$ cat src/msgc_pkg.sv
// shared constants and types for the multi-stop gradient color block
// no dependencies; imported by every module of the block
package msgc_pkg;

   localparam int MAX_STOPS   = 6;
   localparam int TABLE_DEPTH = 4096;
   localparam int CHAN_W      = 16;
   localparam int ONE_VALUE   = 16384;
   localparam int NCHAN       = 3;
   localparam int NSEG        = MAX_STOPS - 1;

   localparam int IDX_W   = 12;
   localparam int LEN_W   = 13;
   localparam int CNT_W   = 3;
   localparam int STOP_W  = NCHAN * CHAN_W;
   localparam int SEG_W   = 3;
   localparam int OUT_W   = 15;
   localparam int DEN_W   = 12;
   localparam int P_W     = 15;
   localparam int MUL_W   = 14;
   localparam int PA_W    = 28;
   localparam int PB_W    = 30;
   localparam int T_W     = 30;
   localparam int NUM_W   = 28;
   localparam int DIV_W   = DEN_W + 1;
   localparam int QUO_W   = 15;

   localparam int REQ_DATA_W = 16;
   localparam int RSP_DATA_W = 48;
   localparam int CSR_IDX_W  = 3;
   localparam int STOP_IDX_W = 3;

   typedef enum logic [CSR_IDX_W-1:0] {
      CSR_STOP_COUNT   = 3'd0,
      CSR_TABLE_LENGTH = 3'd1,
      CSR_STOP_0       = 3'd2,
      CSR_STOP_1       = 3'd3,
      CSR_STOP_2       = 3'd4,
      CSR_STOP_3       = 3'd5,
      CSR_STOP_4       = 3'd6,
      CSR_STOP_5       = 3'd7
   } csr_index_type;

   typedef logic [STOP_W-1:0] stop_type;

   // one item on its way through the divider
   typedef struct packed {
      logic                        err;
      logic                        zero;
      logic [DIV_W-1:0]            den;
      logic [NCHAN-1:0][NUM_W-1:0] rem;
      logic [NCHAN-1:0][QUO_W-1:0] quo;
   } div_stage_type;

endpackage

$ cat src/msgc_div.sv
// restoring divider pipeline, one quotient bit per stage for all three channels
// depends on msgc_pkg; fed by msgc_front, drains into msgc_out
module msgc_div
   import msgc_pkg::*;
(
   input  logic           clock,
   input  logic           reset,
   input  logic           pipe_en,
   input  logic           in_valid,
   input  div_stage_type  in_item,
   output logic           out_valid,
   output div_stage_type  out_item
);

   logic [QUO_W-1:0] vld_ff;
   div_stage_type    st_ff  [QUO_W];
   div_stage_type    st_in  [QUO_W];
   div_stage_type    src;
   logic [NUM_W-1:0] shifted;

   // stage j settles quotient bit QUO_W-1-j
   always_comb begin
      for (int j = 0; j < QUO_W; j++) begin
         src     = (j == 0) ? in_item : st_ff[j-1];
         shifted = NUM_W'(src.den) << (QUO_W - 1 - j);
         st_in[j] = src;
         for (int c = 0; c < NCHAN; c++) begin
            if (src.rem[c] >= shifted) begin
               st_in[j].rem[c]               = src.rem[c] - shifted;
               st_in[j].quo[c][QUO_W-1-j]    = 1'b1;
            end
         end
      end
   end

   always_ff @(posedge clock) begin
      if (reset) begin
         vld_ff <= '0;
      end else if (pipe_en) begin
         vld_ff <= {vld_ff[QUO_W-2:0], in_valid};
      end
   end

   always_ff @(posedge clock) begin
      if (pipe_en) begin
         for (int j = 0; j < QUO_W; j++) begin
            st_ff[j] <= st_in[j];
         end
      end
   end

   assign out_valid = vld_ff[QUO_W-1];
   assign out_item  = st_ff[QUO_W-1];

endmodule

$ cat config.mk
export PLATFORM = sky130hd
export DESIGN_NAME = msgc_div
export DESIGN_NICKNAME = d
export VERILOG_FILES = /design/src/msgc_pkg.sv /design/src/msgc_div.sv
export SDC_FILE = /design/constraint.sdc
export NUM_CORES = 2
export LEC_CHECK = 0
export ABC_AREA = 0
export BUFFER_PORTS_ARGS = -buffer_cell sky130_fd_sc_hd__buf_2
export CORE_MARGIN = 8
export CORE_UTILIZATION = 59
export CTS_BUF_LIST = sky130_fd_sc_hd__clkbuf_2
export DETAILED_ROUTE_END_ITERATION = 10
export GPL_TIMING_DRIVEN = 0
export PLACE_DENSITY = 0.79
export SLEW_MARGIN = 0
export SYNTH_ARGS = -nofsm -noshare
export SYNTH_HDL_FRONTEND = slang
export SYNTH_SLANG_ARGS = --single-unit
export TNS_END_PERCENT = 50
$ cat constraint.sdc
create_clock -name clock -period 3.1 [get_ports clock]
set_input_delay 0.62 -clock clock [delete_from_list [all_inputs] [get_ports clock]]
set_output_delay 0.62 -clock clock [all_outputs]
set_load 0.02 [all_outputs]
======== Yosys cells after proc, flatten, opt, wreduce, memory -nomap -nowiden ========
Memory sizes are Yosys's and may differ from the RTL's.
Index checks and enable logic that the tools add are counted.
cells by class
  add/subtract/negate cells ............... 45
  mux-type cells .......................... 92
  order comparisons ....................... 45
operator list
  operator          count
  $mux W28          45
  $ge A28 B13 Y1    3
  $ge A28 B14 Y1    3
  $ge A28 B15 Y1    3
  $ge A28 B16 Y1    3
  $ge A28 B17 Y1    3
  $ge A28 B18 Y1    3
  $ge A28 B19 Y1    3
  $ge A28 B20 Y1    3
  $ge A28 B21 Y1    3
  $ge A28 B22 Y1    3
  $ge A28 B23 Y1    3
  $ge A28 B24 Y1    3
  $ge A28 B25 Y1    3
  $ge A28 B26 Y1    3
  $ge A28 B27 Y1    3
  $sub A28 B13 Y28  3
  $sub A28 B14 Y28  3
  $sub A28 B15 Y28  3
  $sub A28 B16 Y28  3
  $sub A28 B17 Y28  3
  $sub A28 B18 Y28  3
  $sub A28 B19 Y28  3
  $sub A28 B20 Y28  3
  8 further kinds   68
word-level totals
  output and inout bits ................... 145
  bits of input ports ..................... 148
  memories ................................ 1
  bits in registers ....................... 15
  word-level logic and storage cells ...... 184
  bits in writable memories ............... 2160
memories
  memory  words  bits a word  rd ports  clocked after memory_dff  write ports  RTL line        RTL
  st_ff   15     144          15        0                         15           msgc_div.sv:16  div_stage_type st_ff [QUO_W];

======== Depth between registers and ports, before layout ========
An unclocked memory read counts as a cell.
  depth in word-level cells ............... 3
  mapped depth ............................ 13
  gate-level depth less buffers ........... 12

======== Worst setup path after synthesis ========
OpenSTA, ideal clock, no wires.
  path kind ............................... register to register
  start ................................... mem st_ff[0][130] in the netlist's numbering
  end ..................................... mem st_ff[0][272] in the netlist's numbering, data pin
  data required time ...................... 2.840 ns
  buffers on the path ..................... 1
  setup slack ............................. -0.116 ns
  period minus slack after synthesis ...... 3.216 ns
  setup time .............................. 0.260 ns
  stages on the path, launching flop included .. 12
  arrival ................................. 2.957 ns
  path through ............................ edfxtp_1 inv_1 ha_1 nor2b_1 o211a_1 a2111oi_0 nor2_1 o41a_1 o21ai_1 clkbuf_1 nor2_1 mux2_2
RTL lines
  element             RTL line
  start: declaration  msgc_div.sv:16

==> metrics.md <==
| Metric | Value |
|---|---|
| Worst r2r src | st_ff[1][717]$_DFFE_PP_ |
| Initial Utilization | 59.2% |
| PnR worst setup slack | -0.387 ns |
| Worst R2R Path Depth | 13 |
| Sink Count | 2175 |
| CP max stage delay | 0.56 ns |
| Die Wd | 444 µm |
| Via density | 5.79 |
| RePlAce Congestion | 1.00 |
| Max-slew headroom | 15.6% |
| FFs w/ async S/R, synth | 0% |
| Most frequent CP cell | dlygate4sd3_1 |
| Synth-to-Final Area Change | 21.4% |
| Pin count of the biggest net entering global routing | 198 |
| Initial antenna violation count | 10 |
| Ys Warns | 0 |
| Yosys reg bits | 2175 |
| Input/output buffers | 292 |
| Status | finished, violations left |
| Core Area | 182000 µm² |
| Vias in the first global route | 76200 |
| Total global routing overflow | 0 |
| Hold depth | 3 |
| Total wire length | 286 mm |
| CTS tree | built |
| Element type at the critical path start | input port |
| VDD IR max | 0.000572 V |
| Worst hold path class | input port to flop |
| Hpwl dp | 194 mm |
| GRT Util Overall | 27.1% |
| DRT iter0 DRCs | 5075 |
| Post-synth EDFFs | 2160 |
| Worst-Margin Slew | 1.27 ns |
| Int Pwr | 65.3 mW |
| Antenna Nets Post-Route | 0 |
| CP Class | input port to flop |
| Final Critical Period | 3.49 ns |
| Root Driver | clkbuf_2 |
| Wire per inst | 22.1 µm |
| CP cell instances | dlygate4sd3_1 -> buf_2 -> dlygate4sd3_1 -> inv_1 -> ha_1 -> fa_1 -> nand2b_1 -> a21boi_2 -> o21a_1 -> o21ai_1 -> a31o_2 -> o21ba_4 -> clkbuf_4 -> nand2_1 -> dlygate4sd3_1 -> o21ai_0 |
| Clk buf depth | 4 |
| Clock Pin Slew Worst Setup and Hold Paths | 0.10 ns |
| IO Count | 293 |
| Leakage | 49.4 nW |
| Power per Cell Area | 768 nW/µm² |
| Worst skew pair latency | 1.83 ns |
| Yosys cell types | 97 |
| Critical path fanouts, max | 10 |
| Synthesized area | 108000 µm² |
| Clock power share | 18.8% |
| Arrival @ worst endpoint | 5.04 ns |
| Worst path bufs/invs | 6 |
| Worst path required time | 4.65 ns |
| Switching pwr | 35.5 mW |
| # setup viols final | 169 |
| Final hold slack | 0.208 ns |
| Reg2reg end | st_ff[1][790]$_DFFE_PP_ |
| Drt first pass iters | 7 |
| Seq pwr share | 44.2% |
| Most used DFF post-synth | edfxtp_1 |
| RSZ-0062 raised after global routing | true |
| Num rows | 157 |
| DIE AREA | 197000 µm² |
| Max-cap viol count | 0 |
| Comb power frac | 36.9% |
| Max Freq | 287 MHz |
| Clock skew | 0.129 ns |
| Crit-path leading delay family | buffers and inverters |
| Hold Vio Cnt, Final | 0 |
| Hold Path Sink | st_ff[0][49]$_DFFE_PP_ |
| Hold path start | in_item[49] |
| Die height | 444 µm |
| Syn nets | 9336 |
| Sw frac | 35.2% |
| Period utilisation layout | 112% |
| Critical-path top delay cell | dlygate4sd3_1 |
| Failing checks | setup timing |
| H-Tree Level Count | 6 |
| Layout Nets | 10900 |
| Residual DRC | 0 |
| Layout cell share with drive strength beyond 1 | 24.8% |
| R2R setup slack | -0.12 ns |
| DR vias | 74800 |
| First-pass GRT wire length | 416 mm |
| Syn avg cell area | 12.6 µm² |
| Max-slew violation count | 0 |
| Critical path depth | 16 |
| Mapped Cells | 8558 |
| Crit end category | flop |
| Number of buffers created by CTS | 552 |
| Post-route cell area | 131000 µm² |
| Sequential area share after synthesis | 60.3% |
| Post-DP Area | 113000 µm² |
[worst max-delay path by stage]
| stage | end | startpoint |
|---|---|---|
| final | st_ff[0][61]$_DFFE_PP_ | in_item[59] |
| after global routing | out_item[43] | st_ff[1][907]$_DFFE_PP_ |
| after CTS | out_item[3] | st_ff[1][867]$_DFFE_PP_ |
| after detailed placement | st_ff[0][928]$_DFFE_PP_ | st_ff[0][851]$_DFFE_PP_ |
| after global placement | st_ff[1][959]$_DFFE_PP_ | pipe_en |
| after floorplan | st_ff[0][272]$_DFFE_PP_ | st_ff[0][130]$_DFFE_PP_ |
[per-layer routing]
metal,share of wire [%],GRT usage (%),wire (µm)
met1,32,24.3,91300
met4,9.7,24.4,27600
met3,4.4,4.68,12700
met5,0,0,0
met2,54,51.2,154000
[sequential cells by signal, summed over array words and instances, names as in the netlist]
signal / flops
vld_ff: 15
st_ff: 2160
[synth_stat cells (all sizes together) (130+ instances only)]
library cell / n / area (µm²)
a21o: 130 / 976
a21oi: 549 / 2750
buf: 155 / 1130
edfxtp: 2160 / 64900
ha: 585 / 7320
inv: 389 / 1460
nand2: 559 / 2100
nor2: 667 / 2500
nor3: 227 / 1170
o21ai: 454 / 2270
xnor2: 371 / 3250
xor2: 372 / 3260
[worst reg2reg max path, cell delays in order (launching register included)]
cell	delay (ns)
edfxtp_1	0.41
clkinvlp_4	0.18
buf_12	0.17
buf_4	0.16
ha_4	0.32
nand4bb_4	0.14
nor4_4	0.35
nor4b_4	0.10
o21a_1	0.15
o31ai_4	0.09
buf_6	0.16
nand4bb_4	0.19
or3_4	0.39
xnor2_1	0.13
[per-stage QoR]
| step | worst slack [ns] | setup TNS, ns | total power [mW] | utilization, % | instances |
|---|---|---|---|---|---|
| after floorplan | -0.0228 | -0.0228 | 67.2 | - | 8558 |
| after global placement | -31.09 | - | 75.2 | 61.6 | 11200 |
| after detailed placement | -1.20 | -612.80 | 75.2 | 61.8 | 11200 |
| after CTS | -0.369 | -68.40 | 97.0 | 69.7 | 12900 |
| after global routing | -0.320 | -44.19 | 107 | 71.9 | 12900 |
| final | -0.387 | -11.58 | 101 | 71.9 | 12900 |
[layout by cell type (no fill, tap or decap), types with 130 or more instances in the layout]
master         instances
a21o_1               130
nand2_1              537
buf_2                153
inv_1                269
buf_4                366
edfxtp_1            2160
a21oi_1              500
clkbuf_2             791
xor2_1               370
o21ai_0              389
nor2_1               647
dlygate4sd3_1        437
xnor2_1              364
ha_1                 490
nor3_1               177
buf_6                203
[kinds of logic after synthesis]
logic type               Yosys count  share of synthesized area (%)
buffers and inverters            660                           2.80
XOR/XNOR                         743                           6.02
AO/OA/AOI/OAI                   1762                           10.3
flip-flops                      2175                           60.3
multiplexers                     160                           1.63
AND/OR/NAND/NOR                 2428                           11.3
adder cells (fa/ha/maj)          630                           7.61
[layout make-up]
type / instances / area [µm²]
Fill cell: 11800 / 51300
Buffer: 108 / 876
Tap cell: 2385 / 2980
Clock inverter: 168 / 1050
Antenna cell: 29 / 72.6
Inverter: 389 / 1750
Clock buffer: 758 / 3790
Multi-Input combinational cell: 5724 / 44300
Sequential cell: 2175 / 65200
Timing Repair Buffer: 1193 / 11200
[power groups by stage]
stage	registers [mW]	logic, mW	clock network (mW)
global placement	45.9	29.3	0
detailed placement	44.6	30.6	0
CTS	44.0	33.5	19.4
global route	45.1	40.4	21.0
finish	44.6	37.2	19.0
floorplan	43.2	24.0	0
[repair_timing]
| action | 4_1_cts | 5_1_grt |
|---|---|---|
| setup endpoints to repair | 1046 | 1000 |
| pin swaps | 96 | 237 |
| resized for setup | 713 | 907 |
| buffers inserted | 245 | 211 |
| endpoints found under the hold margin | 1498 | 1 |
| hold buffers | 438 | 1 |
| cloned | 5 | 2 |
Power figures use the tool's default switching activity.
