## config.mk

```make
export PLATFORM = sky130hd
export DESIGN_NAME = msgc_front
export DESIGN_NICKNAME = d
export VERILOG_FILES = /design/src/msgc_pkg.sv /design/src/msgc_front.sv
export SDC_FILE = /design/constraint.sdc
export NUM_CORES = 2
export LEC_CHECK = 0
export BUFFER_PORTS_ARGS = -buffer_cell sky130_fd_sc_hd__buf_2
export CAP_MARGIN = 10
export CORE_ASPECT_RATIO = 1.4
export CORE_MARGIN = 2
export CORE_UTILIZATION = 65
export DETAILED_ROUTE_END_ITERATION = 8
export PLACE_DENSITY = 0.84
export SYNTH_ARGS = -nofsm -noshare
export SYNTH_HDL_FRONTEND = slang
export SYNTH_SLANG_ARGS = --single-unit
export TNS_END_PERCENT = 1
```

## constraint.sdc

```tcl
create_clock -name clock -period 30.2 [get_ports clock]
set_input_delay 3.02 -clock clock [delete_from_list [all_inputs] [get_ports clock]]
set_output_delay 3.02 -clock clock [all_outputs]
set_load 0.1 [all_outputs]
```

## src/msgc_pkg.sv

```systemverilog
// shared constants and types for the multi-stop gradient color block
// no dependencies; imported by every module of the block
package msgc_pkg;

   localparam int MAX_STOPS   = 6;
   localparam int TABLE_DEPTH = 4096;
   localparam int CHAN_W      = 16;
   localparam int ONE_VALUE   = 16384;
   localparam int NCHAN       = 3;
   localparam int NSEG        = MAX_STOPS - 1;

   localparam int IDX_W   = 12;
   localparam int LEN_W   = 13;
   localparam int CNT_W   = 3;
   localparam int STOP_W  = NCHAN * CHAN_W;
   localparam int SEG_W   = 3;
   localparam int OUT_W   = 15;
   localparam int DEN_W   = 12;
   localparam int P_W     = 15;
   localparam int MUL_W   = 14;
   localparam int PA_W    = 28;
   localparam int PB_W    = 30;
   localparam int T_W     = 30;
   localparam int NUM_W   = 28;
   localparam int DIV_W   = DEN_W + 1;
   localparam int QUO_W   = 15;

   localparam int REQ_DATA_W = 16;
   localparam int RSP_DATA_W = 48;
   localparam int CSR_IDX_W  = 3;
   localparam int STOP_IDX_W = 3;

   typedef enum logic [CSR_IDX_W-1:0] {
      CSR_STOP_COUNT   = 3'd0,
      CSR_TABLE_LENGTH = 3'd1,
      CSR_STOP_0       = 3'd2,
      CSR_STOP_1       = 3'd3,
      CSR_STOP_2       = 3'd4,
      CSR_STOP_3       = 3'd5,
      CSR_STOP_4       = 3'd6,
      CSR_STOP_5       = 3'd7
   } csr_index_type;

   typedef logic [STOP_W-1:0] stop_type;

   // one item on its way through the divider
   typedef struct packed {
      logic                        err;
      logic                        zero;
      logic [DIV_W-1:0]            den;
      logic [NCHAN-1:0][NUM_W-1:0] rem;
      logic [NCHAN-1:0][QUO_W-1:0] quo;
   } div_stage_type;

endpackage

```

## src/msgc_front.sv

```systemverilog
// front stages: segment select, interpolation products and rounding numerators
// depends on msgc_pkg; feeds msgc_div
module msgc_front
   import msgc_pkg::*;
(
   input  logic                 clock,
   input  logic                 reset,
   input  logic                 pipe_en,
   input  logic                 in_valid,
   input  logic [IDX_W-1:0]     in_index,
   input  logic [CNT_W-1:0]     stop_count,
   input  logic [LEN_W-1:0]     table_length,
   input  stop_type             stops [MAX_STOPS],
   output logic                 out_valid,
   output div_stage_type        out_item
);

   function automatic logic signed [CHAN_W-1:0] chan_of(input stop_type s, input int c);
      return $signed(s[STOP_W-1-c*CHAN_W -: CHAN_W]);
   endfunction

   // stage 0: clamp configuration, flags, position
   logic [CNT_W-1:0]  s_c;
   logic [LEN_W-1:0]  len_c;
   logic              err_in0, zero_in0, single_in0;
   logic [DEN_W-1:0]  d_in0;
   logic [P_W-1:0]    p_in0;
   logic [CNT_W-1:0]  smax_in0;

   logic              valid0_ff, err0_ff, zero0_ff, single0_ff;
   logic [DEN_W-1:0]  d0_ff;
   logic [P_W-1:0]    p0_ff;
   logic [CNT_W-1:0]  smax0_ff;

   always_comb begin
      s_c   = (stop_count > CNT_W'(MAX_STOPS)) ? CNT_W'(MAX_STOPS) : stop_count;
      len_c = (table_length > LEN_W'(TABLE_DEPTH)) ? LEN_W'(TABLE_DEPTH) : table_length;
      err_in0    = (len_c == '0) || ({1'b0, in_index} >= len_c);
      zero_in0   = (s_c == '0);
      single_in0 = (s_c == CNT_W'(1)) || (len_c == LEN_W'(1));
      d_in0      = DEN_W'(len_c - LEN_W'(1));
      p_in0      = P_W'(in_index) * P_W'(CNT_W'(s_c - CNT_W'(1)));
      smax_in0   = CNT_W'(s_c - CNT_W'(2));
   end

   // stage 1: segment by comparing against multiples of the span
   logic [MUL_W-1:0]  mult [NSEG];
   logic [SEG_W-1:0]  seg_in1;
   logic [P_W-1:0]    n_full;
   logic [DEN_W-1:0]  n_in1, d_in1;

   logic              valid1_ff, err1_ff, zero1_ff;
   logic [SEG_W-1:0]  seg1_ff;
   logic [DEN_W-1:0]  n1_ff, d1_ff;

   always_comb begin
      for (int k = 0; k < NSEG; k++) begin
         mult[k] = MUL_W'(d0_ff) * MUL_W'(k);
      end
      seg_in1 = '0;
      for (int k = 1; k < NSEG; k++) begin
         if ((CNT_W'(k) <= smax0_ff) && (p0_ff >= P_W'(mult[k]))) begin
            seg_in1 = seg_in1 + SEG_W'(1);
         end
      end
      n_full = p0_ff - P_W'(mult[seg_in1]);
      n_in1  = n_full[DEN_W-1:0];
      d_in1  = d0_ff;
      // a single color: span of one, no blend, so the divider just rounds the stop
      if (single0_ff) begin
         seg_in1 = '0;
         n_in1   = '0;
         d_in1   = DEN_W'(1);
      end
   end

   // stage 2: pick the stop pair and form the two products per channel
   logic [2*STOP_W-1:0]       pairs [NSEG];
   logic [2*STOP_W-1:0]       pair_sel;
   logic signed [CHAN_W-1:0]  a_s [NCHAN];
   logic signed [CHAN_W-1:0]  b_s [NCHAN];
   logic signed [CHAN_W:0]    diff_s [NCHAN];
   logic signed [PA_W-1:0]    prod_a_in [NCHAN];
   logic signed [PB_W-1:0]    prod_b_in [NCHAN];

   logic                      valid2_ff, err2_ff, zero2_ff;
   logic [DEN_W-1:0]          d2_ff;
   logic signed [PA_W-1:0]    prod_a_ff [NCHAN];
   logic signed [PB_W-1:0]    prod_b_ff [NCHAN];

   always_comb begin
      for (int k = 0; k < NSEG; k++) begin
         pairs[k] = {stops[k], stops[k+1]};
      end
      pair_sel = pairs[seg1_ff];
      for (int c = 0; c < NCHAN; c++) begin
         a_s[c]       = chan_of(pair_sel[2*STOP_W-1 -: STOP_W], c);
         b_s[c]       = chan_of(pair_sel[STOP_W-1:0], c);
         diff_s[c]    = $signed({b_s[c][CHAN_W-1], b_s[c]}) - $signed({a_s[c][CHAN_W-1], a_s[c]});
         prod_a_in[c] = a_s[c] * $signed({1'b0, d1_ff});
         prod_b_in[c] = diff_s[c] * $signed({1'b0, n1_ff});
      end
   end

   // stage 3: t = a*d + (b-a)*n, numerator 2t+d for round half up
   logic signed [T_W-1:0] t_s [NCHAN];
   div_stage_type         item_in3;
   logic                  valid3_ff;
   div_stage_type         item3_ff;

   always_comb begin
      item_in3      = '0;
      item_in3.err  = err2_ff;
      item_in3.zero = zero2_ff;
      item_in3.den  = {d2_ff, 1'b0};
      for (int c = 0; c < NCHAN; c++) begin
         t_s[c] = T_W'(prod_a_ff[c]) + T_W'(prod_b_ff[c]);
         item_in3.rem[c] = (t_s[c] > 0) ? (NUM_W'(t_s[c]) << 1) + NUM_W'(d2_ff) : '0;
      end
   end

   always_ff @(posedge clock) begin
      if (reset) begin
         valid0_ff <= 1'b0;
         valid1_ff <= 1'b0;
         valid2_ff <= 1'b0;
         valid3_ff <= 1'b0;
      end else if (pipe_en) begin
         valid0_ff <= in_valid;
         valid1_ff <= valid0_ff;
         valid2_ff <= valid1_ff;
         valid3_ff <= valid2_ff;
      end
   end

   always_ff @(posedge clock) begin
      if (pipe_en) begin
         err0_ff    <= err_in0;
         zero0_ff   <= zero_in0;
         single0_ff <= single_in0;
         d0_ff      <= d_in0;
         p0_ff      <= p_in0;
         smax0_ff   <= smax_in0;

         err1_ff    <= err0_ff;
         zero1_ff   <= zero0_ff;
         seg1_ff    <= seg_in1;
         n1_ff      <= n_in1;
         d1_ff      <= d_in1;

         err2_ff    <= err1_ff;
         zero2_ff   <= zero1_ff;
         d2_ff      <= d1_ff;
         for (int c = 0; c < NCHAN; c++) begin
            prod_a_ff[c] <= prod_a_in[c];
            prod_b_ff[c] <= prod_b_in[c];
         end

         item3_ff   <= item_in3;
      end
   end

   assign out_valid = valid3_ff;
   assign out_item  = item3_ff;

endmodule

```

# Word-level counts from Yosys, hierarchy flattened
# Memory sizes are Yosys's and may differ from the RTL's.
# Cells that the tools add are included.
# totals
elab_cells	92
inputBits	320
reg_bits	178
n_memories	2
out_inout_bits	145
ram_bits	174
# mem_list
memory	words	word_bits	rd	rd_clocked_by_memory_dff	wr	line	text
prod_b_ff	3	30	3	0	3	msgc_front.sv:89	logic signed [PB_W-1:0] prod_b_ff [NCHAN];
prod_a_ff	3	28	3	0	3	msgc_front.sv:88	logic signed [PA_W-1:0] prod_a_ff [NCHAN];
# op_classes
bitwise	2
n_mul	8
magnitude_cmp	16
n_reduce_logical	8
n_addsub	16
muxes	14
eq_ne	2
# ops
operator	count
$bmux 96 s3	1
$mux 96	2
$add 28x30->30	3
$gt 30x1->1 const B	3
$mul 17x13->30	3
$add 28x12->28	3
$mul 16x13->28	3
$sub 16x16->17	3
$bmux 14 s3	1
$ge 15x14->1	2
$mux 12	2
$ge 15x12->1	1
$ge 15x13->1	1
$mul 12x3->15	1
$mul 12x2->14 const B	1
$eq 13x1->1 const B	1
$ge 12x13->1	1
$gt 13x13->1 const B	1
$logic_not 13->1	1
$mux 13	1
$mux 3	4
$sub 12x1->12 const B	1
$sub 12x12->12	1
$add 3x1->3 const B	3
other kinds (13)	22

# Longest topological paths before layout
# depth
word_depth	14
mapped_depth	44
depth_no_buf	40

# Least setup slack after synthesis
# OpenSTA, ideal clock, no wires.
# synth_path
path_type	input to register
startpoint	input port stops[224] in the netlist's numbering
endpoint	memory prod_b_ff[0][29] (data pin)
setup_time_ns	0.260
n_path_buf	2
required_time_ns	29.940
slack_ns	18.598
stages	36
t_arrival_ns	11.342
path_cell_list	nor2b_1 -> a21oi_1 -> o22ai_1 -> clkbuf_1 -> ha_1 -> inv_1 -> fa_1 -> a21o_1 -> a21oi_1 -> o21ai_0 -> a21oi_1 -> o21bai_1 -> a21oi_1 -> o21ai_0 -> a2111oi_1 -> nor3_1 -> o41ai_1 -> clkbuf_1 -> nand2_1 -> fa_1 -> fa_1 -> inv_1 -> fa_1 -> fa_1 -> inv_1 -> fa_1 -> inv_1 -> ha_1 -> a21o_1 -> a21o_1 -> nor3_1 -> a21oi_1 -> a211oi_1 -> o21ai_0 -> a21oi_1 -> xnor2_1
# synth_lines
item	line	text
start, declared	msgc_front.sv:13	input stop_type stops [MAX_STOPS],
end, declared	msgc_front.sv:89	

==> results.sh <==
export IMPL_synth_avg_cell_area_um2=8.89
export IMPL_cts_buffers=42
export IMPL_tns_ps=0
export IMPL_synth_top_area_frac=0.301
export IMPL_syn_area_um2=73400
export IMPL_synth_area_leader_cell="fa_1"
export IMPL_cpPeakStageDelay_ps=820
export IMPL_cp_max_fo=13
export IMPL_coreArea_um2=112000
export IMPL_ff2ff_path_depth=37
export IMPL_die_area_um2=116000
export IMPL_synth_edf_count=348
export IMPL_track_usage=0.389
export IMPL_dp_slack_ps=17590
export IMPL_ys_seq_elements=352
export IMPL_grt_overflow_total=0
export IMPL_die_x_um=288
export IMPL_ys_types=93
export IMPL_yosys_warnings=0
export IMPL_portBuffers=418
export IMPL_slew_headroom=0.116
export IMPL_cp_end_kind="register"
export IMPL_ant_nets=0
export IMPL_slew_violations=0
export IMPL_synth_flop_cell="edfxtp_1"
export IMPL_placementRows=145
export IMPL_yosysSeqAreaShare=0.143
export IMPL_finalHoldViolCount=0
export IMPL_grt_first_pass_wirelength_um=344000
export IMPL_min_period_ps=12310
export IMPL_firstDrtPassIters=6
export IMPL_hold_path_class="register to register"
export IMPL_postCtsSetupRepairBufs=0
export IMPL_tightest_slew_ps=1300
export IMPL_synthTopCellsByArea="fa_1 30%, edfxtp_1 14%, ha_1 11%"
export IMPL_fin_nets=10500
export IMPL_synthArstFlopShare=0
export IMPL_cp_slowest_cell="xor2_1"
export IMPL_r2r_end="prod_b_ff[0][58]"
export IMPL_status="completed"
export IMPL_drv_cap=0
export IMPL_instances_no_fill=9982
export IMPL_path_class="input port to register"
export IMPL_dp_hpwl_um=180000
export IMPL_dp_cells=9876
export IMPL_drc=0
export IMPL_endpoint="prod_b_ff[0][89]"
export IMPL_rsz0062_at_grt="false"
export IMPL_cts_root_buffer_cell="clkbuf_16"
export IMPL_critPathArrivalTime_ps=12660
export IMPL_cts_resized=0
export IMPL_die_h_um=402
export IMPL_routed_via_density=6.09
export IMPL_finalCritPeriodShare=0.408
export IMPL_syn_to_final_growth_pct=6.46
export IMPL_cp_required_ps=30560
export IMPL_cts_tree="done"
export IMPL_critical_path_reg2reg_startpoint="seg1_ff[0]"
export IMPL_grt_antenna_before_repair=43
export IMPL_place_congestion=0.998
export IMPL_rrSetupSlack_ps=18430
export IMPL_routed_wl_um=222000
export IMPL_setup_violations=0
export IMPL_start_util=0.657
export IMPL_fin_ws_ps=17890
export IMPL_yosysMostFrequentCell="inv_1"
export IMPL_synth_cells_most_frequent="1,524 x inv_1, 1,104 x fa_1, 885 x nand2_1"
export IMPL_vias=60800
export IMPL_grt_start_max_net_pins=151
export IMPL_max_freq_mhz=81.3
export IMPL_clk_path_buf_depth=3
export IMPL_path_clk_slew_ps=60
export IMPL_design_area_um2=78200
export IMPL_cts_num_sinks=352
export IMPL_placed_cell_area_um2=76700
export IMPL_start_kind="input port"
export IMPL_drtIter0Drc=5221
export IMPL_synthCells=8259
export IMPL_wl_per_cell_um=22.3
export IMPL_drive_gt1_frac=0.0832
export IMPL_clock_latency_ps=620
export IMPL_cts_max_level=2
export IMPL_cts_hold_buf=0
export IMPL_io_pins=465
export IMPL_grt_pass1_vias=63400
export IMPL_skew_ps=31.7
export IMPL_startpoint="stops[50]"
critical path: cells and delay by family:
kind,cells,cell delay (ps)
AOI/OAI and AO/OA,17,4310
adders and majority gates,7,3000
xor gates and xnor gates,2,910
muxes,1,160
and+or+nand+nor,3,710
buffers and inverters,6,540
cell usage in the layout (no fill, tap or decap), drive strengths merged, types with 209 or more instances in the layout:
cell,count
xnor2,273
buf,531
a21oi,389
inv,1527
and2,577
nor2,289
fa,1104
o21ai,209
ha,674
edfxtp,348
nand2,885
how the worst min path moves through the flow:
stage	from	end	slack, ps	cells past startpoint
global placement	err0_ff	err1_ff	410	0
detailed placement	zero1_ff	zero2_ff	410	0
global route	err1_ff	err2_ff	430	0
floorplan	err0_ff	err1_ff	400	0
finish	zero0_ff	zero1_ff	420	0
CTS	zero0_ff	zero1_ff	420	0
layout make-up:
class                      count  area [um^2]
clock inverter                24          204
tap                         1470         1840
multi-input combinational   5999        55700
antenna                       30         75.1
clock buffer                  52         1150
timing repair buffer         531         2960
fill                        8494        33600
inverter                    1524         5720
sequential                   352        10500
metrics by stage:
step,hold WS (ps),utilization
after CTS,420,0.699
after detailed placement,406,0.687
after floorplan,400,-
final,422,0.699
after global routing,426,0.699
after global placement,407,0.687
sequential cells by signal (all words and copies together), names as in the netlist, 3 cells and up:
signal / flops
prod_b_ff: 90
seg1_ff: 3
n1_ff: 12
d0_ff: 12
d1_ff: 12
out_item: 98
p0_ff: 15
prod_a_ff: 84
smax0_ff: 3
d2_ff: 12
per-layer routing:
layer,vias up,global-route usage,share of wire,wire [um]
met4,36,0.281,0.086,19200
met2,3146,0.641,0.47,105000
li1,26900,-,-,-
met1,29800,0.432,0.34,75300
met3,982,0.104,0.10,22500
met5,-,0,0.0021,459
kinds of logic after synthesis:
logic type / Yosys count / share of synthesized area
and+or+nand+nor: 2406 / 0.163
DFF: 352 / 0.143
adders and majority gates: 1779 / 0.416
muxes: 154 / 0.0218
other: 1 / 0.0000511
buffers and inverters: 1953 / 0.103
AOI/OAI and AO/OA: 1244 / 0.109
xor gates and xnor gates: 370 / 0.0441
Power is not shown: default switching activity piles up to over one toggle a cycle in this logic, so the estimate is an artifact.
