`src/msgc_pkg.sv`:
```
// shared constants and types for the multi-stop gradient color block
// no dependencies; imported by every module of the block
package msgc_pkg;

   localparam int MAX_STOPS   = 6;
   localparam int TABLE_DEPTH = 4096;
   localparam int CHAN_W      = 16;
   localparam int ONE_VALUE   = 16384;
   localparam int NCHAN       = 3;
   localparam int NSEG        = MAX_STOPS - 1;

   localparam int IDX_W   = 12;
   localparam int LEN_W   = 13;
   localparam int CNT_W   = 3;
   localparam int STOP_W  = NCHAN * CHAN_W;
   localparam int SEG_W   = 3;
   localparam int OUT_W   = 15;
   localparam int DEN_W   = 12;
   localparam int P_W     = 15;
   localparam int MUL_W   = 14;
   localparam int PA_W    = 28;
   localparam int PB_W    = 30;
   localparam int T_W     = 30;
   localparam int NUM_W   = 28;
   localparam int DIV_W   = DEN_W + 1;
   localparam int QUO_W   = 15;

   localparam int REQ_DATA_W = 16;
   localparam int RSP_DATA_W = 48;
   localparam int CSR_IDX_W  = 3;
   localparam int STOP_IDX_W = 3;

   typedef enum logic [CSR_IDX_W-1:0] {
      CSR_STOP_COUNT   = 3'd0,
      CSR_TABLE_LENGTH = 3'd1,
      CSR_STOP_0       = 3'd2,
      CSR_STOP_1       = 3'd3,
      CSR_STOP_2       = 3'd4,
      CSR_STOP_3       = 3'd5,
      CSR_STOP_4       = 3'd6,
      CSR_STOP_5       = 3'd7
   } csr_index_type;

   typedef logic [STOP_W-1:0] stop_type;

   // one item on its way through the divider
   typedef struct packed {
      logic                        err;
      logic                        zero;
      logic [DIV_W-1:0]            den;
      logic [NCHAN-1:0][NUM_W-1:0] rem;
      logic [NCHAN-1:0][QUO_W-1:0] quo;
   } div_stage_type;

endpackage

```
`src/msgc_out.sv`:
```
// clamp to 0..1.0, output register and skid stage for the response channel
// depends on msgc_pkg; drives the pipeline enable for msgc_front and msgc_div
module msgc_out
   import msgc_pkg::*;
(
   input  logic                  clock,
   input  logic                  reset,
   input  logic                  in_valid,
   input  div_stage_type         in_item,
   output logic                  pipe_en,
   output logic                  rsp_tvalid,
   input  logic                  rsp_tready,
   output logic [RSP_DATA_W-1:0] rsp_tdata,
   output logic                  rsp_tuser
);

   logic [OUT_W-1:0]      ch [NCHAN];
   logic [RSP_DATA_W-1:0] data_in;

   logic                  out_valid_ff, out_err_ff;
   logic [RSP_DATA_W-1:0] out_data_ff;
   logic                  skid_valid_ff, skid_err_ff;
   logic [RSP_DATA_W-1:0] skid_data_ff;

   always_comb begin
      for (int c = 0; c < NCHAN; c++) begin
         ch[c] = (in_item.quo[c] > QUO_W'(ONE_VALUE)) ? OUT_W'(ONE_VALUE) : in_item.quo[c];
         if (in_item.err || in_item.zero) begin
            ch[c] = '0;
         end
      end
      data_in = {(RSP_DATA_W - NCHAN*OUT_W)'(0), ch[2], ch[1], ch[0]};
   end

   // pipeline moves only while the skid slot is free
   assign pipe_en = !skid_valid_ff;

   always_ff @(posedge clock) begin
      if (reset) begin
         out_valid_ff  <= 1'b0;
         skid_valid_ff <= 1'b0;
      end else if (!out_valid_ff || rsp_tready) begin
         if (skid_valid_ff) begin
            out_valid_ff  <= 1'b1;
            skid_valid_ff <= 1'b0;
         end else begin
            out_valid_ff  <= in_valid;
         end
      end else if (in_valid && !skid_valid_ff) begin
         skid_valid_ff <= 1'b1;
      end
   end

   always_ff @(posedge clock) begin
      if (!out_valid_ff || rsp_tready) begin
         if (skid_valid_ff) begin
            out_data_ff <= skid_data_ff;
            out_err_ff  <= skid_err_ff;
         end else begin
            out_data_ff <= data_in;
            out_err_ff  <= in_item.err;
         end
      end else if (!skid_valid_ff) begin
         skid_data_ff <= data_in;
         skid_err_ff  <= in_item.err;
      end
   end

   assign rsp_tvalid = out_valid_ff;
   assign rsp_tdata  = out_data_ff;
   assign rsp_tuser  = out_err_ff;

   a_skid_behind_out: assert property (@(posedge clock) disable iff (reset)
      skid_valid_ff |-> out_valid_ff)
      else $error("skid holds a request while the output register is empty");

   a_skid_holds: assert property (@(posedge clock) disable iff (reset)
      (skid_valid_ff && !rsp_tready) |=> (skid_valid_ff && $stable(skid_data_ff)))
      else $error("skid request lost or changed during a stall");

   a_error_zero: assert property (@(posedge clock) disable iff (reset)
      (rsp_tvalid && rsp_tuser) |-> (rsp_tdata == '0))
      else $error("index error with nonzero color");

   a_clamped: assert property (@(posedge clock) disable iff (reset)
      rsp_tvalid |-> ((rsp_tdata[OUT_W-1:0] <= OUT_W'(ONE_VALUE))
                   && (rsp_tdata[2*OUT_W-1:OUT_W] <= OUT_W'(ONE_VALUE))
                   && (rsp_tdata[3*OUT_W-1:2*OUT_W] <= OUT_W'(ONE_VALUE))))
      else $error("color channel above 1.0");

endmodule

```
`config.mk`:
```
export PLATFORM = sky130hd
export DESIGN_NAME = msgc_out
export DESIGN_NICKNAME = d
export VERILOG_FILES = /design/src/msgc_pkg.sv /design/src/msgc_out.sv
export SDC_FILE = /design/constraint.sdc
export NUM_CORES = 1
export LEC_CHECK = 0
export BUFFER_PORTS_ARGS = -buffer_cell sky130_fd_sc_hd__buf_2
export CORE_MARGIN = 10
export CORE_UTILIZATION = 41
export DETAILED_ROUTE_END_ITERATION = 16
export GPL_TIMING_DRIVEN = 0
export HOLD_SLACK_MARGIN = 0.05
export PLACE_DENSITY_LB_ADDON = 0.15
export SYNTH_ARGS = -nofsm -noshare
export SYNTH_HDL_FRONTEND = slang
export SYNTH_SLANG_ARGS = --single-unit
```
`constraint.sdc`:
```
create_clock -name clock -period 3.7 [get_ports clock]
set_input_delay 0.925 -clock clock [delete_from_list [all_inputs] [get_ports clock]]
set_output_delay 0.925 -clock clock [all_outputs]
set_load 0.05 [all_outputs]
```
# Word-level counts from Yosys, hierarchy flattened
# Index checks and enable logic that the tools add are counted.
# classes
n_lt_le_gt_ge	3
mux	9
reduce_logical	6
# op_table
operator	count
two-way mux 15 bit	6
two-way mux 48 bit	1
greater-than comparator 15 bit, second input constant	3
zero test 1 bit	2
logical OR 1 bit	2
two-way mux 1 bit	2
OR reduction 2 bit	1
logical AND 1 bit	1
# totals
register_bits	100
in_bits	148
word_cells	24

# Logic depth before layout (Yosys ltp)
# Gate-level depths: netlist of run 1.
# logic_depth
depth_word	4
ltp_mapped	3
depth_no_buf	2

# Worst setup path after synthesis of run 1
# No wires, ideal clock.
# synth_path
kind	input to register
startpoint	in rsp_tready
endpoint	reg skid_data_ff[0] (enable)
setup_time_ns	0.535
arrival_ns	3.373
t_required_ns	3.165
setup_slack_ns	-0.207
cell_stages	2
path_buffers	0
cell_sequence	nand2b_1 inv_1
# synth_between
elab_chain_cells	1
# synth_lines
item	line_no	rtl
start, declared	msgc_out.sv:12	input logic rsp_tready,
logical OR 1 bit	msgc_out.sv:55	if (!out_valid_ff || rsp_tready) begin
end signal, assigned	msgc_out.sv:64	skid_data_ff <= data_in;
end, declared	msgc_out.sv:23	logic [RSP_DATA_W-1:0] skid_data_ff;
# No other way between the ends.
# A chain may end at the register's enable or synchronous reset.

# Final worst setup path of run 1
# layout_path
startpoint	reg skid_valid_ff
endpoint	out pipe_en
# layout_between
elab_chain_cells	1
# layout_lines
item	line_no	rtl
start, declared	msgc_out.sv:22	logic skid_valid_ff, skid_err_ff;
start signal, assigned	msgc_out.sv:41	skid_valid_ff <= 1'b0;
start signal, assigned	msgc_out.sv:45	skid_valid_ff <= 1'b0;
start signal, assigned	msgc_out.sv:50	skid_valid_ff <= 1'b1;
zero test 1 bit	--	
end, declared	msgc_out.sv:10	output logic pipe_en,
# No other way between the ends.

==> results of run 1 <==
sequential cells by signal, indices dropped and copies added (netlist names):
name,flops
rsp_tdata,48
rsp_tuser,1
rsp_tvalid,1
skid_data_ff,48
skid_err_ff,1
skid_valid_ff,1
cell usage after synthesis, drive strengths merged:
cell    count
inv         2
dfxtp       2
nand2b      1
nor2        2
clkbuf      4
mux2        1
edfxtp     98
a21oi       1
nor3        4
a31o       45
and2       48
buf         8
layout make-up:
cell class              instances  area, um2  share of cell area [%]
multi-input cells             102      785.8                   16.68
repair buffers                102      525.5                   11.16
clock buffers                  12      145.1                   3.082
plain buffers                  12      73.82                   1.567
inverters                       2      7.507                  0.1594
flip-flops and latches        100       2983                   63.34
clock inverters                 4      50.05                   1.063
well taps                     111      138.9                   2.949
worst max path at each step:
stage	endpoint	startpoint	depth (start not counted)	slack (ns)
floorplan	skid_data_ff[0]	rsp_tready	2	0.55
global placement	skid_data_ff[8]	rsp_tready	3	-0.54
detailed placement	skid_data_ff[10]	rsp_tready	4	0.41
CTS	skid_data_ff[1]	rsp_tready	4	0.80
global route	pipe_en	skid_valid_ff	3	1.16
finish	pipe_en	skid_valid_ff	3	1.29
cell families after synthesis:
logic type | after synthesis
simple gates | 55
buf+inv | 14
flops | 100
mux | 1
compound gates | 46
stage by stage:
| stage | hold slack, ns | area [um2] | std cells | setup slack (ns) |
|---|---|---|---|---|
| floorplan | 0.5216 | 3845 | 216 | 0.5469 |
| global placement | 0.5394 | 4489 | 428 | -0.5372 |
| detailed placement | 0.5473 | 4509 | 429 | 0.4105 |
| CTS | 0.5718 | 4705 | 445 | 0.7971 |
| global route | 0.5845 | 4710 | 445 | 1.158 |
| finish | 0.5662 | 4710 | 445 | 1.287 |
critical path, cell delays in order (launching register included):
cell and delay [ns]:
sky130_fd_sc_hd__dfxtp_1 0.37, sky130_fd_sc_hd__inv_2 0.19, sky130_fd_sc_hd__buf_2 0.27, sky130_fd_sc_hd__buf_2 0.31
routing by layer:
layer / vias up / part of all wire (%)
li1: 1074 / -
met2: 62 / 47
met5: - / 0
met3: 7 / 7.9
met4: 0 / 0.89
met1: 1094 / 44
power breakdown:
part           internal (mW)  switching, mW  total, mW
registers               1.30         0.0137       1.32
clock network          0.331          0.360      0.692
logic                 0.0694          0.214      0.284
==> results_dict.tcl, run 1 <==
set metrics [dict create \
    outcome "finished, final reports clean" \
    area.growth.synth_to_final_pct 22.57 \
    grt_max_degree 53 \
    synthAdderAreaFrac_pct 0 \
    worst_ir_drop_on_vdd_mv 0.2386 \
    finalMaxSlewViolations 0 \
    synth_top_area_share_pct 76.59 \
    fin_crit_sh_pct 65.23 \
    floorplan.die_area_mm2 0.01364 \
    worst-slew-pin-transition_ns 0.7370 \
    rrSetupSlack_ns 1.75 \
    synth_area_leader_cell "sky130_fd_sc_hd__edfxtp_1" \
    initial_antenna_violation_count 0 \
    die_width_um 116.8 \
    timing.hold.worst_endpoint "skid_data_ff[46]" \
    cts_resized 0 \
    critical_path_required_ns 2.77 \
    min_path_cells 1 \
    critPathMaxFanout 10 \
    synth_sequential_area_ratio_pct 77.63 \
    grt.total_usage_pct 12.36 \
    worst-setup-path-type "reg -> out" \
    final_setup_violation_count 0 \
    ys_seq_elements 100 \
    synth.cell_area_mm2 0.003842 \
    core_mm2 0.009196 \
    routedWlPerCell_um 18.59 \
    power.density_cell_area_mw_per_mm2 487.0 \
    setup_total_negative_slack_ns 0 \
    synth_top_family_by_area "compound AO/OA/AOI/OAI gates" \
    end_kind "output pin" \
    placement_rows 35 \
    detailroute.via_count 2237 \
    clk_pin_slew_ns 0.09 \
    ioPinCount 199 \
    holdCritPathClass "reg -> reg" \
    postCtsSetupBuffers 0 \
    reg2reg_depth 3 \
    place.port_buffers 101 \
    yosys_warnings 0 \
    syn_nets 364 \
    grt.busiest_layer "met2" \
    route.detailed.vias_per_inst 5.027 \
    grt_use_met2_pct 18.97 \
    clock_tree_from_tritoncts "done" \
    final-hold-violation-count 0 \
    synth_top_cells_by_area "sky130_fd_sc_hd__edfxtp_1 (77%), sky130_fd_sc_hd__a31o_1 (8.9%), sky130_fd_sc_hd__and2_1 (7.8%)" \
    synth_simple_gate_area_share_pct 9.573 \
    layout_common_cells "sky130_fd_sc_hd__buf_2 (106), sky130_fd_sc_hd__edfxtp_1 (98), sky130_fd_sc_hd__and2_1 (48), sky130_fd_sc_hd__a31o_1 (39), sky130_fd_sc_hd__clkbuf_8 (10)" \
    maxCapViolCount 0 \
    cts_buf_count 9 \
    final_layout_size_suffix_gt1_share_pct 40.72 \
    chipHeight_um 116.8 \
    p_leak_nw 1.938 \
    ctsRootBufferMaster "sky130_fd_sc_hd__clkbuf_8" \
    max-clock-path-buffers 2 \
    global_route_wire_length_before_repair_um 12740 \
    max_freq_mhz 414.4 \
    drtIter0Drc 119 \
    synth_cells 216 \
    dpl.hpwl_um 5653 \
    design.final.nets 477 \
    fillerInstances 773 \
    antenna_left 0 \
    final_common_cell "sky130_fd_sc_hd__buf_2" \
    finalWorstPathRequiredPeriod_ns 2.413 \
    min-delay-start "skid_data_ff[46]" \
    drcViolationCount 0 \
    r2r-start "rsp_tvalid" \
    synth_compound_area_share_pct 10.39 \
    critical_path.reg2reg.endpoint "skid_data_ff[15]" \
    first_drt_pass_iteration_count 4 \
    gr-usage-met3_pct 4.587 \
    antenna-diode-count 0 \
    report.power.total_mw 2.293 \
    arrival_ns 1.49 \
    rsz_0062_raised_after_global_routing "false" \
    first_global_vias 2376 \
    grt_overflow_total 0 \
    synth-xor-area-share_pct 0 \
    synth_mux_area_share_pct 0.2931 \
    start_util_pct 41.78 \
    clock-skew-final_ns 0.008894 \
    htreeDepth 3 \
    wl_um 8273 \
    clock_sinks 100 \
    post_synth.cell_area_avg_um2 17.79 \
    slew-limit-headroom_pct 50.87 \
    grt.met1_usage_pct 15.59 \
    place.gp.congestion 0.6742 \
    clock_insertion_delay_worst_skew_ns 0.35 \
    layout.core_utilization_pct 51.21 \
    cp-start-kind "flop" \
    ys_types 16 \
    holdBufCountCts 0 \
]
Note: power is estimated with default switching activity, not from simulation.
==> run 2: changes to the inputs <==
--- a/config.mk
+++ b/config.mk
@@ -7,7 +7,7 @@
 export LEC_CHECK = 0
 export BUFFER_PORTS_ARGS = -buffer_cell sky130_fd_sc_hd__buf_2
 export CORE_MARGIN = 10
-export CORE_UTILIZATION = 41
+export CORE_UTILIZATION = 45
 export DETAILED_ROUTE_END_ITERATION = 16
 export GPL_TIMING_DRIVEN = 0
 export HOLD_SLACK_MARGIN = 0.05
==> constraint.sdc (replaced) <==
create_clock -name clock -period 2.5 [get_ports clock]
set_input_delay 0.625 -clock clock [delete_from_list [all_inputs] [get_ports clock]]
set_output_delay 0.625 -clock clock [all_outputs]
set_load 0.05 [all_outputs]
==> run 2 against run 1 <==
Net effect: final cell count shrank 1.3%; first-iteration DRC count decreased by 42%; non-clock buffer count shrank 1; critical path depth unchanged; total power grew 49%; final area is 0.11% lower; global-route usage increased by 0.98 points; largest power group unchanged.
==> results_dict.tcl, run 2 (synthesis results as in run 1) <==
set metrics [dict create \
    outcome "finished, final reports clean" \
    place.gp.congestion 0.6761 \
    placement_stage_worst_setup_slack_ns -0.6770 \
    area.growth.synth_to_final_pct 22.44 \
    detailroute.via_count 2232 \
    place.port_buffers 101 \
    finalMaxSlewViolations 0 \
    clock_tree_from_tritoncts "done" \
    dpl.hpwl_um 5473 \
    worst_hold_check_slack_ns 0.4180 \
    worst-slew-pin-transition_ns 0.7793 \
    crit_chain "buf_2, nand2b_4, clkinvlp_4" \
    final_common_cell "sky130_fd_sc_hd__buf_2" \
    worst_ir_drop_on_vdd_mv 0.3892 \
    global_route_wire_length_before_repair_um 13400 \
    clk_pin_slew_ns 0.11 \
    initial_antenna_violation_count 0 \
    start_util_pct 46.53 \
    final-hold-violation-count 0 \
    fin_crit_sh_pct 89.34 \
    critical_path.slowest_cell "sky130_fd_sc_hd__clkinvlp_4" \
    final_layout_size_suffix_gt1_share_pct 41.32 \
    layout_common_cells "sky130_fd_sc_hd__buf_2 (106), sky130_fd_sc_hd__edfxtp_1 (98), sky130_fd_sc_hd__and2_1 (48), sky130_fd_sc_hd__a31o_1 (39), sky130_fd_sc_hd__clkbuf_8 (9)" \
    wl_um 8256 \
    grt_max_degree 54 \
    cp-start-kind "input pin" \
    max-clock-path-buffers 2 \
    end_kind "flop" \
    final_setup_violation_count 0 \
    grt_overflow_total 0 \
    clock-skew-final_ns 0.01591 \
    layout.core_utilization_pct 56.97 \
    antenna_left 0 \
    slew-limit-headroom_pct 48.04 \
    floorplan.die_area_mm2 0.01263 \
    first_drt_pass_iteration_count 4 \
    p_leak_nw 1.929 \
    max_freq_mhz 447.8 \
    rsz_0062_raised_after_global_routing "false" \
    htreeDepth 3 \
    design.final.nets 477 \
    holdBufCountCts 0 \
    placement_rows 33 \
    ctsRootBufferMaster "sky130_fd_sc_hd__clkbuf_8" \
    instances_no_fill 439 \
    worst-setup-path-type "in -> reg" \
    setup_total_negative_slack_ns 0 \
    antenna-diode-count 0 \
    drtIter0Drc 69 \
    cts_buf_count 9 \
    numPlacedInstances 422 \
    power.density_cell_area_mw_per_mm2 725.4 \
    chipHeight_um 112.4 \
    holdCritPathClass "in -> reg" \
    critical-path-max-stage-delay_ns 0.81 \
    maxCapViolCount 0 \
    ioPinCount 199 \
    die_width_um 112.4 \
    reg_top3 "rsp_tdata (48), skid_data_ff (48)" \
    core_mm2 0.008258 \
    final_critical_path_setup_slack_ns 0.2666 \
    cpLargestDelayFamily "buffers and inverters" \
    clock_sinks 100 \
    clock_insertion_delay_worst_skew_ns 0.36 \
    routedWlPerCell_um 18.81 \
    timing.critical_path.buf_inv 2 \
    route.detailed.vias_per_inst 5.084 \
    arrival_ns 2.15 \
    postCtsSetupBuffers 0 \
    first_global_vias 2472 \
    critPathMaxFanout 53 \
    critical_path_required_ns 2.41 \
    drcViolationCount 0 \
    grt.total_usage_pct 13.34 \
    finalWorstPathRequiredPeriod_ns 2.233 \
]
[run 2: layer usage]
| layer | wire length (um) | share of wire (%) | up-vias | GRT usage [%] |
|---|---|---|---|---|
| li1 | - | - | 1070 | - |
| met1 | 3581 | 43 | 1074 | 16.78 |
| met2 | 3799 | 46 | 80 | 19.97 |
| met3 | 774 | 9.4 | 8 | 5.591 |
| met4 | 102 | 1.2 | 0 | 5.330 |
| met5 | 0 | 0 | - | 0 |
[run 2: worst paths after layout]
kind	from	to	slack (ns)	cells after the start
worst max-delay path	rsp_tready	skid_data_ff[0]	0.27	3
worst min-delay path	reset	rsp_tvalid	0.42	2
worst max register to register	rsp_tvalid	skid_data_ff[0]	0.29	2
worst min register to register	skid_data_ff[45]	rsp_tdata[45]	0.57	1
[run 2: where the power goes]
group | switching [mW] | internal [mW] | total, mW
sequential | 0.0205 | 1.93 | 1.95
clock | 0.566 | 0.476 | 1.04
combinational | 0.319 | 0.100 | 0.419
total | 0.905 | 2.51 | 3.41
[run 2: area by class of cell]
class,instances,area [um2]
buffer,12,73.82
timing repair inverter,1,7.507
multi-input combinational,102,785.8
timing repair buffer,101,505.5
clock buffer,9,123.9
fill,693,3553
clock inverter,7,82.58
sequential,100,2983
tap,105,131.4
inverter,2,11.26
[run 2: timing repair]
action,in CTS,in global routing
endpoints found under the hold margin,0,0
endpoints found under the setup margin,49,0
gates resized for setup,1,0
[run 2: through the flow]
step,power (mW),cell area [um2]
floorplan,2.279,3854
global placement,2.412,4491
detailed placement,2.415,4491
CTS,3.455,4705
global route,3.554,4705
finish,3.413,4705
